### src/rtl/rtpd_pkg.sv
package rtpd_pkg;

    localparam int DATA_W       = 8;
    localparam int PTYPE_W      = 7;
    localparam int SKIP_W       = 19;
    localparam int PLEN_W       = 24;
    localparam int WORD_HOLD_W  = 24;
    localparam int OPT_W        = 4;
    localparam int CFG_IDX_W    = 1;
    localparam int CFG_DATA_W   = 7;
    localparam int QUEUE_DEPTH  = 2;

    // bytes of the fixed RTP header left to skip after its first word
    localparam logic [SKIP_W-1:0] RTP_FIXED_SKIP = SKIP_W'(8);
    localparam logic [SKIP_W-1:0] WORD_BYTES     = SKIP_W'(4);

    // configuration register indexes
    localparam logic [CFG_IDX_W-1:0] REG_ASF_TYPE_CODE    = 1'd0;
    localparam logic [CFG_IDX_W-1:0] REG_ASF_PARSE_ENABLE = 1'd1;

    localparam logic [PTYPE_W-1:0] ASF_TYPE_RESET   = 7'h60;
    localparam logic               ASF_ENABLE_RESET = 1'b1;

    // result status codes
    localparam logic STATUS_PAYLOAD = 1'b0;
    localparam logic STATUS_CUT     = 1'b1;

    typedef enum logic [2:0] {
        PH_HDR,
        PH_FIXSKIP,
        PH_EXTHDR,
        PH_EXTSKIP,
        PH_ASFHDR,
        PH_ASFSKIP,
        PH_PLAIN,
        PH_COUNTED
    } phase_t;

    typedef struct packed {
        logic [DATA_W-1:0] data_byte;
        logic              datagram_end;
    } qent_t;

    typedef struct packed {
        logic [PTYPE_W-1:0] asf_type_code;
        logic               asf_parse_enable;
    } asf_cfg_t;

endpackage

### src/rtl/rtpd_if.sv
interface rtpd_in_if;
    logic                       valid;
    logic                       ready;
    logic [rtpd_pkg::DATA_W-1:0] data_byte;
    logic                       datagram_end;

    modport source (output valid, output data_byte, output datagram_end, input ready);
    modport sink   (input valid, input data_byte, input datagram_end, output ready);
endinterface

interface rtpd_out_if;
    logic                        valid;
    logic                        ready;
    logic [rtpd_pkg::DATA_W-1:0]  payload_byte;
    logic [rtpd_pkg::PTYPE_W-1:0] payload_kind;
    logic                        marker_bit;
    logic                        status;
    logic                        last_of_payload;

    modport source (output valid, output payload_byte, output payload_kind,
                    output marker_bit, output status, output last_of_payload,
                    input ready);
    modport sink   (input valid, input payload_byte, input payload_kind,
                    input marker_bit, input status, input last_of_payload,
                    output ready);
endinterface

### src/rtl/rtp_depacketizer_unit.sv
// RTP depacketizer: takes a UDP datagram one byte per transaction on rx (datagram_end marks
// the last byte) and returns one transaction on tx for each RTP payload byte, tagged with
// payload type and marker bit, with last_of_payload set on the final byte of each packet.
// Fixed header, CSRC words, extension header and, for the configured payload type, the ASF
// header with its optional skips produce no output. A datagram that ends inside headers
// yields a single error transaction (status 1, last_of_payload 1, other fields zero).
// Throughput is one byte per clock cycle while tx is ready; a tx stall holds the parser.
// The byte parser advances one state step per byte. A byte passes through the input queue
// and then the output register on its way from rx to tx. The queue (QUEUE_DEPTH entries)
// and the output register let rx and tx stall independently. Write configuration
// only while no transaction is in flight.
module rtp_depacketizer_unit #(
    parameter int QUEUE_DEPTH = rtpd_pkg::QUEUE_DEPTH
) (
    input  logic                            clk,
    input  logic                            rst_n,
    rtpd_in_if.sink                         rx,
    rtpd_out_if.source                      tx,
    input  logic                            cfg_we,
    input  logic [rtpd_pkg::CFG_IDX_W-1:0]  cfg_index,
    input  logic [rtpd_pkg::CFG_DATA_W-1:0] cfg_data
);

    rtpd_pkg::asf_cfg_t cfg_reg, cfg_next;
    rtpd_pkg::qent_t    head;
    logic               head_valid;
    logic               pop;

    // Register file: decode the index, hold the value otherwise.
    always_comb
    begin
        cfg_next = cfg_reg;
        if (cfg_we)
        begin
            unique case (cfg_index)
                rtpd_pkg::REG_ASF_TYPE_CODE:
                begin
                    cfg_next.asf_type_code = cfg_data[rtpd_pkg::PTYPE_W-1:0];
                end
                rtpd_pkg::REG_ASF_PARSE_ENABLE:
                begin
                    cfg_next.asf_parse_enable = cfg_data[0];
                end
            endcase
        end
    end

    always_ff @(posedge clk or negedge rst_n)
    begin
        if (!rst_n)
        begin
            cfg_reg.asf_type_code    <= rtpd_pkg::ASF_TYPE_RESET;
            cfg_reg.asf_parse_enable <= rtpd_pkg::ASF_ENABLE_RESET;
        end
        else
        begin
            cfg_reg <= cfg_next;
        end
    end

    // Front: accept bytes into the queue.
    rtpd_queue #(
        .DEPTH (QUEUE_DEPTH)
    ) u_queue (
        .clk        (clk),
        .rst_n      (rst_n),
        .rx         (rx),
        .head       (head),
        .head_valid (head_valid),
        .pop        (pop)
    );

    // Back: parse headers, drop them, emit payload bytes.
    rtpd_parser u_parser (
        .clk        (clk),
        .rst_n      (rst_n),
        .cfg        (cfg_reg),
        .head       (head),
        .head_valid (head_valid),
        .pop        (pop),
        .tx         (tx)
    );

endmodule

### src/rtl/rtpd_queue.sv
module rtpd_queue #(
    parameter int DEPTH = rtpd_pkg::QUEUE_DEPTH
) (
    input  logic            clk,
    input  logic            rst_n,
    rtpd_in_if.sink         rx,
    output rtpd_pkg::qent_t head,
    output logic            head_valid,
    input  logic            pop
);

    localparam int PTR_W = (DEPTH > 1) ? $clog2(DEPTH) : 1;
    localparam int CNT_W = $clog2(DEPTH + 1);

    rtpd_pkg::qent_t  mem [DEPTH];
    logic [PTR_W-1:0] wr_ptr_reg, wr_ptr_next;
    logic [PTR_W-1:0] rd_ptr_reg, rd_ptr_next;
    logic [CNT_W-1:0] count_reg, count_next;
    logic             push;

    assign rx.ready   = (count_reg != CNT_W'(DEPTH));
    assign push       = rx.valid && rx.ready;
    assign head_valid = (count_reg != '0);
    assign head       = mem[rd_ptr_reg];

    always_comb
    begin
        wr_ptr_next = wr_ptr_reg;
        rd_ptr_next = rd_ptr_reg;
        count_next  = count_reg;
        if (push)
        begin
            wr_ptr_next = (wr_ptr_reg == PTR_W'(DEPTH - 1)) ? '0 : wr_ptr_reg + 1'b1;
        end
        if (pop)
        begin
            rd_ptr_next = (rd_ptr_reg == PTR_W'(DEPTH - 1)) ? '0 : rd_ptr_reg + 1'b1;
        end
        if (push && !pop)
        begin
            count_next = count_reg + 1'b1;
        end
        else if (!push && pop)
        begin
            count_next = count_reg - 1'b1;
        end
    end

    always_ff @(posedge clk)
    begin
        if (push)
        begin
            mem[wr_ptr_reg] <= '{data_byte: rx.data_byte, datagram_end: rx.datagram_end};
        end
    end

    always_ff @(posedge clk or negedge rst_n)
    begin
        if (!rst_n)
        begin
            wr_ptr_reg <= '0;
            rd_ptr_reg <= '0;
            count_reg  <= '0;
        end
        else
        begin
            wr_ptr_reg <= wr_ptr_next;
            rd_ptr_reg <= rd_ptr_next;
            count_reg  <= count_next;
        end
    end

    a_count_bound: assert property (@(posedge clk) disable iff (!rst_n)
        count_reg <= CNT_W'(DEPTH))
        else $error("queue count above depth");

    a_push_grows: assert property (@(posedge clk) disable iff (!rst_n)
        (push && !pop) |=> (count_reg == $past(count_reg) + 1'b1))
        else $error("queue count did not grow on push");

    a_pop_nonempty: assert property (@(posedge clk) disable iff (!rst_n)
        pop |-> head_valid)
        else $error("pop from empty queue");

endmodule

### src/rtl/rtpd_parser.sv
module rtpd_parser (
    input  logic               clk,
    input  logic               rst_n,
    input  rtpd_pkg::asf_cfg_t cfg,
    input  rtpd_pkg::qent_t    head,
    input  logic               head_valid,
    output logic               pop,
    rtpd_out_if.source         tx
);

    rtpd_pkg::phase_t                     phase_reg, phase_next;
    logic [rtpd_pkg::WORD_HOLD_W-1:0]     word_reg, word_next;
    logic [rtpd_pkg::SKIP_W-1:0]          skip_reg, skip_next;
    logic [rtpd_pkg::PLEN_W-1:0]          left_reg, left_next;
    logic [rtpd_pkg::PTYPE_W-1:0]         type_reg, type_next;
    logic                                 marker_reg, marker_next;
    logic [rtpd_pkg::OPT_W-1:0]           opt_reg, opt_next;
    logic                                 ext_reg, ext_next;

    logic                                 out_valid_reg, out_valid_next;
    logic [rtpd_pkg::DATA_W-1:0]          out_byte_reg, out_byte_next;
    logic [rtpd_pkg::PTYPE_W-1:0]         out_kind_reg, out_kind_next;
    logic                                 out_marker_reg, out_marker_next;
    logic                                 out_status_reg, out_status_next;
    logic                                 out_last_reg, out_last_next;

    logic [31:0]                          word;
    logic [rtpd_pkg::SKIP_W-1:0]          skip_inc, skip_dec;
    logic [rtpd_pkg::PLEN_W-1:0]          left_dec;
    logic                                 asf_hit;
    logic                                 emit, cut, last;
    logic [1:0]                           opt_cnt;

    assign pop      = head_valid && (!out_valid_reg || tx.ready);
    assign word     = {word_reg, head.data_byte};
    assign skip_inc = skip_reg + 1'b1;
    assign skip_dec = skip_reg - 1'b1;
    assign left_dec = left_reg - 1'b1;
    assign asf_hit  = cfg.asf_parse_enable && (type_reg == cfg.asf_type_code);
    assign opt_cnt  = 2'(word[29]) + 2'(word[28]) + 2'(word[27]);

    always_comb
    begin
        phase_next  = phase_reg;
        word_next   = word_reg;
        skip_next   = skip_reg;
        left_next   = left_reg;
        type_next   = type_reg;
        marker_next = marker_reg;
        opt_next    = opt_reg;
        ext_next    = ext_reg;
        emit        = 1'b0;
        cut         = 1'b0;
        last        = head.datagram_end;

        unique case (phase_reg)
            rtpd_pkg::PH_PLAIN, rtpd_pkg::PH_COUNTED:
            begin
                emit = 1'b1;
                if (phase_reg == rtpd_pkg::PH_COUNTED)
                begin
                    left_next = left_dec;
                    if (left_dec == '0)
                    begin
                        last       = 1'b1;
                        phase_next = rtpd_pkg::PH_HDR;
                        skip_next  = '0;
                    end
                end
            end
            rtpd_pkg::PH_HDR:
            begin
                word_next = word[rtpd_pkg::WORD_HOLD_W-1:0];
                skip_next = skip_inc;
                if (skip_inc >= rtpd_pkg::WORD_BYTES)
                begin
                    type_next   = word[22:16];
                    marker_next = word[23];
                    ext_next    = word[28];
                    skip_next   = rtpd_pkg::RTP_FIXED_SKIP
                                + rtpd_pkg::SKIP_W'({word[27:24], 2'b00});
                    phase_next  = rtpd_pkg::PH_FIXSKIP;
                end
            end
            rtpd_pkg::PH_FIXSKIP, rtpd_pkg::PH_EXTSKIP, rtpd_pkg::PH_ASFSKIP:
            begin
                skip_next = skip_dec;
                if (skip_dec == '0)
                begin
                    if (phase_reg == rtpd_pkg::PH_FIXSKIP && ext_reg)
                    begin
                        phase_next = rtpd_pkg::PH_EXTHDR;
                    end
                    else if (phase_reg == rtpd_pkg::PH_ASFSKIP)
                    begin
                        phase_next = !opt_reg[3] ? rtpd_pkg::PH_PLAIN :
                                     (left_reg == '0) ? rtpd_pkg::PH_HDR :
                                     rtpd_pkg::PH_COUNTED;
                    end
                    else
                    begin
                        phase_next = asf_hit ? rtpd_pkg::PH_ASFHDR : rtpd_pkg::PH_PLAIN;
                    end
                end
            end
            rtpd_pkg::PH_EXTHDR:
            begin
                word_next = word[rtpd_pkg::WORD_HOLD_W-1:0];
                skip_next = skip_inc;
                if (skip_inc >= rtpd_pkg::WORD_BYTES)
                begin
                    skip_next = rtpd_pkg::SKIP_W'({word[15:0], 2'b00});
                    if (word[15:0] == '0)
                    begin
                        phase_next = asf_hit ? rtpd_pkg::PH_ASFHDR : rtpd_pkg::PH_PLAIN;
                    end
                    else
                    begin
                        phase_next = rtpd_pkg::PH_EXTSKIP;
                    end
                end
            end
            rtpd_pkg::PH_ASFHDR:
            begin
                word_next = word[rtpd_pkg::WORD_HOLD_W-1:0];
                skip_next = skip_inc;
                if (skip_inc >= rtpd_pkg::WORD_BYTES)
                begin
                    opt_next  = word[30:27];
                    left_next = word[23:0];
                    skip_next = rtpd_pkg::SKIP_W'({opt_cnt, 2'b00});
                    if (opt_cnt == '0)
                    begin
                        phase_next = !word[30] ? rtpd_pkg::PH_PLAIN :
                                     (word[23:0] == '0) ? rtpd_pkg::PH_HDR :
                                     rtpd_pkg::PH_COUNTED;
                    end
                    else
                    begin
                        phase_next = rtpd_pkg::PH_ASFSKIP;
                    end
                end
            end
        endcase

        if (head.datagram_end)
        begin
            // headers left unfinished at the end of the datagram give one error result
            cut = !emit && !(phase_next == rtpd_pkg::PH_PLAIN
                          || phase_next == rtpd_pkg::PH_COUNTED
                          || (phase_next == rtpd_pkg::PH_HDR && skip_next == '0));
            phase_next = rtpd_pkg::PH_HDR;
            word_next  = '0;
            skip_next  = '0;
            left_next  = '0;
            opt_next   = '0;
            ext_next   = 1'b0;
        end
    end

    always_comb
    begin
        out_valid_next  = out_valid_reg;
        out_byte_next   = out_byte_reg;
        out_kind_next   = out_kind_reg;
        out_marker_next = out_marker_reg;
        out_status_next = out_status_reg;
        out_last_next   = out_last_reg;
        if (!out_valid_reg || tx.ready)
        begin
            out_valid_next = pop && (emit || cut);
        end
        if (pop)
        begin
            out_byte_next   = cut ? '0 : head.data_byte;
            out_kind_next   = cut ? '0 : type_reg;
            out_marker_next = cut ? 1'b0 : marker_reg;
            out_status_next = cut ? rtpd_pkg::STATUS_CUT : rtpd_pkg::STATUS_PAYLOAD;
            out_last_next   = cut || last;
        end
    end

    assign tx.valid           = out_valid_reg;
    assign tx.payload_byte    = out_byte_reg;
    assign tx.payload_kind    = out_kind_reg;
    assign tx.marker_bit      = out_marker_reg;
    assign tx.status          = out_status_reg;
    assign tx.last_of_payload = out_last_reg;

    always_ff @(posedge clk)
    begin
        out_byte_reg   <= out_byte_next;
        out_kind_reg   <= out_kind_next;
        out_marker_reg <= out_marker_next;
        out_status_reg <= out_status_next;
        out_last_reg   <= out_last_next;
        word_reg       <= pop ? word_next : word_reg;
    end

    always_ff @(posedge clk or negedge rst_n)
    begin
        if (!rst_n)
        begin
            phase_reg     <= rtpd_pkg::PH_HDR;
            skip_reg      <= '0;
            left_reg      <= '0;
            type_reg      <= '0;
            marker_reg    <= 1'b0;
            opt_reg       <= '0;
            ext_reg       <= 1'b0;
            out_valid_reg <= 1'b0;
        end
        else
        begin
            out_valid_reg <= out_valid_next;
            if (pop)
            begin
                phase_reg  <= phase_next;
                skip_reg   <= skip_next;
                left_reg   <= left_next;
                type_reg   <= type_next;
                marker_reg <= marker_next;
                opt_reg    <= opt_next;
                ext_reg    <= ext_next;
            end
        end
    end

    a_cut_shape: assert property (@(posedge clk) disable iff (!rst_n)
        (tx.valid && tx.status == rtpd_pkg::STATUS_CUT)
            |-> (tx.last_of_payload && tx.payload_byte == '0 && tx.payload_kind == '0))
        else $error("error result carries payload fields");

    a_counted_nonzero: assert property (@(posedge clk) disable iff (!rst_n)
        (phase_reg == rtpd_pkg::PH_COUNTED) |-> (left_reg != '0))
        else $error("counted payload phase with nothing left");

    a_collect_range: assert property (@(posedge clk) disable iff (!rst_n)
        (phase_reg == rtpd_pkg::PH_HDR || phase_reg == rtpd_pkg::PH_EXTHDR
            || phase_reg == rtpd_pkg::PH_ASFHDR) |-> (skip_reg < rtpd_pkg::WORD_BYTES))
        else $error("header byte count out of range");

    a_skip_live: assert property (@(posedge clk) disable iff (!rst_n)
        (phase_reg == rtpd_pkg::PH_FIXSKIP || phase_reg == rtpd_pkg::PH_EXTSKIP
            || phase_reg == rtpd_pkg::PH_ASFSKIP) |-> (skip_reg != '0))
        else $error("skip phase with zero count");

endmodule
### src/flat_wrapper.sv
// flat-port wrapper written by rule: the top's interface ports become plain ports
module rtp_depacketizer_unit_flat 
#(
    parameter int QUEUE_DEPTH = rtpd_pkg::QUEUE_DEPTH
)
  (clk, rst_n, cfg_we, cfg_index, cfg_data, rx_valid, rx_data_byte, rx_datagram_end, rx_ready, tx_valid, tx_payload_byte, tx_payload_kind, tx_marker_bit, tx_status, tx_last_of_payload, tx_ready);
  rtpd_in_if rx_i ();
  rtpd_out_if tx_i ();
  input  logic clk;
  input  logic rst_n;
  input  logic cfg_we;
  input  logic [rtpd_pkg::CFG_IDX_W-1:0] cfg_index;
  input  logic [rtpd_pkg::CFG_DATA_W-1:0] cfg_data;
  input wire logic [$bits(rx_i.valid)-1:0] rx_valid;
  input wire logic [$bits(rx_i.data_byte)-1:0] rx_data_byte;
  input wire logic [$bits(rx_i.datagram_end)-1:0] rx_datagram_end;
  output wire logic [$bits(rx_i.ready)-1:0] rx_ready;
  output wire logic [$bits(tx_i.valid)-1:0] tx_valid;
  output wire logic [$bits(tx_i.payload_byte)-1:0] tx_payload_byte;
  output wire logic [$bits(tx_i.payload_kind)-1:0] tx_payload_kind;
  output wire logic [$bits(tx_i.marker_bit)-1:0] tx_marker_bit;
  output wire logic [$bits(tx_i.status)-1:0] tx_status;
  output wire logic [$bits(tx_i.last_of_payload)-1:0] tx_last_of_payload;
  input wire logic [$bits(tx_i.ready)-1:0] tx_ready;
  assign rx_i.valid = rx_valid;
  assign rx_i.data_byte = rx_data_byte;
  assign rx_i.datagram_end = rx_datagram_end;
  assign rx_ready = rx_i.ready;
  assign tx_valid = tx_i.valid;
  assign tx_payload_byte = tx_i.payload_byte;
  assign tx_payload_kind = tx_i.payload_kind;
  assign tx_marker_bit = tx_i.marker_bit;
  assign tx_status = tx_i.status;
  assign tx_last_of_payload = tx_i.last_of_payload;
  assign tx_i.ready = tx_ready;
  rtp_depacketizer_unit #(.QUEUE_DEPTH(QUEUE_DEPTH)) u_core (.clk(clk), .rst_n(rst_n), .rx(rx_i), .tx(tx_i), .cfg_we(cfg_we), .cfg_index(cfg_index), .cfg_data(cfg_data));
endmodule
### config.mk
export PLATFORM = sky130hd
export DESIGN_NAME = rtp_depacketizer_unit_flat
export DESIGN_NICKNAME = d
export VERILOG_FILES = /design/src/rtl/rtpd_pkg.sv /design/src/rtl/rtpd_if.sv /design/src/rtl/rtp_depacketizer_unit.sv /design/src/rtl/rtpd_queue.sv /design/src/rtl/rtpd_parser.sv /design/src/flat_wrapper.sv
export SDC_FILE = /design/constraint.sdc
export NUM_CORES = 1
export LEC_CHECK = 0
export BUFFER_PORTS_ARGS = -buffer_cell sky130_fd_sc_hd__buf_2
export CAP_MARGIN = 20
export CORE_ASPECT_RATIO = 0.8
export CORE_MARGIN = 2
export CORE_UTILIZATION = 45
export CTS_BUF_LIST = sky130_fd_sc_hd__clkbuf_4 sky130_fd_sc_hd__clkbuf_8
export DETAILED_ROUTE_END_ITERATION = 6
export GPL_TIMING_DRIVEN = 0
export PLACE_DENSITY_LB_ADDON = 0.1
export SYNTH_ARGS = -nofsm -noshare
export SYNTH_HDL_FRONTEND = slang
export SYNTH_SLANG_ARGS = --single-unit
### constraint.sdc
create_clock -name clk -period 5.02 [get_ports clk]
set_input_delay 1.004 -clock clk [delete_from_list [all_inputs] [get_ports clk]]
set_output_delay 1.004 -clock clk [all_outputs]
set_load 0.1 [all_outputs]
==> metrics <==
CP Class=reg2reg; RePlAce Congestion=0.922; stages on the worst setup path=13; Synth async-reset ratio=53.9%; max reg flops=24; RSZ-0062 raised after global routing=false; commonest non-fill, non-tap cell in the layout=dfrtp_1; Yosys warnings=0; clk slew on worst S/H paths=80 ps; area of the die=17,900 um2; Worst Path Arrival=5020 ps; Synth Area per Inst=9.72 um2; Max Clock Skew=14.3 ps; CP bufs+invs=3; outcome=completed; number of global-route vias before repair=6,469; CP startpoint kind=register; hold_buf cts=0; register bit total from synthesis=128; GRT overflow=0; post-layout util=51.8%; first-pass iteration count of the detailed router=5; num rows=42; Starting Density=46.0%; Synth cell types=80; max_slew headroom=31.4%; Critical Path Most Common Cell=clkbuf_1; most frequent cells in the layout=dfrtp_1 (66), nor2_1 (63), edfxtp_1 (59); Tightest Pin Transition=1020 ps; Top FF cell, synth=dfrtp_1; Die W=149 um; CP Capture Type=register; ratio of cells with drive above 1 in the final layout=15.4%; clock tree buffer depth=2; routed length per placed instance=21.9 um; # H-tree levels=4; worst path cell trace=clkbuf_1, and4_1, nand4_1, mux2i_1, nor4_2, a31oi_1, a21oi_1, nand2b_1, clkbuf_1, a21o_1, clkbuf_1, o21ai_0, o31ai_1; cells after synthesis=780; placed cell areas=8110 um2; GRT Total Usage=27.1%; Final TNS setup=0 ps; slowest stage cell, crit path=nor4_2; register-to-register setup slack=360 ps; Crit Path Max Fanout=10; WL final=23,500 um; CP peak stage delay=590 ps; Setup crit end=u_core.u_parser.left_reg[9]$_DFFE_PN0P_; period utilisation layout=92.9%; Worst setup startpoint=u_core.u_parser.skip_reg[2]$_DFFE_PN0P_; Critical Path RT=5380 ps; worst r2r src=u_core.u_parser.skip_reg[2]$_DFFE_PN0P_; post-synth net total=810; largest net degree at the start of global routing=56; register area share after synthesis=46.2%; CTS tree=done; mapped cell area=7580 um2; DR iter-0 viols=591; IO Port Bufs=41; Final Hold Viols=0; Area Overhead vs Synth=12.8%; core footprint=16,500 um2; number of flops mapped to enable cells by yosys=59; via count=6,829; post-DP HPWL=17,200 um; Top delay family on crit path=compound AO/OA/AOI/OAI gates; # nets final=873; setup violators final=0; R2R Path End=u_core.u_parser.left_reg[9]$_DFFE_PN0P_; ANT cells=0; f_max=0.214 GHz; fin. max-slew vios=0; Post-DRT Antenna Nets=0; Tmin final=4660 ps; max-cap violation count=0; post-route cell area=8550 um2; Hold Path Class=in2async; Fillers=1,527; routed vias/inst=6.35; Die Y=120 um; Reg2Reg Depth=13; Worst-Skew Late Latency=460 ps; first-pass GRT wire length=36,900 um; io pins=42; DR DRC count=0; initial antenna violation count=0; CTS root buf=clkbuf_8; Sinks on Clock Net=128; total CTS buffers=17
what timing repair did:
action                     CTS  global route
resized for setup            0             3
setup buffers                0             0
setup endpoints to repair    0             8
cell usage after synthesis, drive strengths merged, types with 9 or more instances:
cell     n  share of area [%]
or4     11                1.1
mux2    18                2.7
edfxtp  59                 23
nor4    25                2.1
o21ai   48                3.2
xnor2   20                2.3
nor3    28                1.9
xor2    14                1.6
nand2b  12               0.99
clkbuf  51                2.5
a21o     9               0.89
nor2b   12                1.1
nor2    72                3.8
nand4   13                1.1
nand2   54                2.7
dfrtp   66                 22
and2    19                1.6
a21oi   44                2.9
nand3   16                1.1
mux2i   12                1.6
o31ai   17                1.7
inv     11               0.54
how the worst min path moves through the flow:
stage	from	endpoint	slack (ps)	cells past startpoint
after floorplan	u_core.u_queue.wr_ptr_reg$_DFFE_PN0P_	u_core.u_queue.wr_ptr_reg$_DFFE_PN0P_	460	1
after global placement	u_core.u_queue.wr_ptr_reg$_DFFE_PN0P_	u_core.u_queue.wr_ptr_reg$_DFFE_PN0P_	470	1
after detailed placement	u_core.u_parser.marker_reg$_DFFE_PN0P_	u_core.u_parser.marker_reg$_DFFE_PN0P_	490	1
after CTS	rst_n	u_core.u_parser.skip_reg[7]$_DFFE_PN0P_	400	1
after global routing	rst_n	u_core.u_parser.skip_reg[7]$_DFFE_PN0P_	400	1
final	rst_n	u_core.u_parser.skip_reg[7]$_DFFE_PN0P_	400	1
worst reg2reg max path: cells and delay by family, from the launching register on:
kind            cells  cell delay (ps)
compound gates      5             1410
buf+inv             3             1350
simple gates        4             1190
flops               1              430
mux                 1              190
layer usage:
layer  wire, um  up-vias  part of all wire [%]  global-route usage, %
met4        365        0                   1.6                   6.90
met2      10400      318                    44                   39.6
met5          0        -                     0                      0
li1           -     3085                     -                      -
met1      10700     3399                    45                   39.9
met3       2050       27                   8.7                   7.15
per-stage QoR:
stage / setup WS, ps / std cells / hold WS (ps)
global placement: 299 / 1041 / 475
detailed placement: 323 / 1043 / 493
CTS: 265 / 1075 / 396
finish: 357 / 1076 / 405
floorplan: 1210 / 780 / 461
global route: 55.4 / 1076 / 397
cell type report:
type / count / area [um2] / area share [%]
multi-input combinational: 581 / 3810 / 44.6
sequential: 128 / 3500 / 40.9
tap: 220 / 275 / 3.22
timing repair buffer: 44 / 258 / 3.01
clock buffer: 18 / 241 / 2.82
buffer: 59 / 236 / 2.76
clock inverter: 14 / 181 / 2.12
inverter: 12 / 45.0 / 0.527
kinds of logic (layout without fill, tap and decap cells):
family	count (synthesis)	count (layout)	share of synthesized area, %
simple gates	304	304	21.9
compound gates	205	205	18.6
flops	128	128	46.2
buf+inv	71	147	3.70
xor+xnor	34	34	3.93
mux	30	30	4.26
fa+ha+maj	8	8	1.42
Power is left out: the tool's default activity adds up to more than one toggle a clock period on the data nets, which glitch-free logic cannot reach.
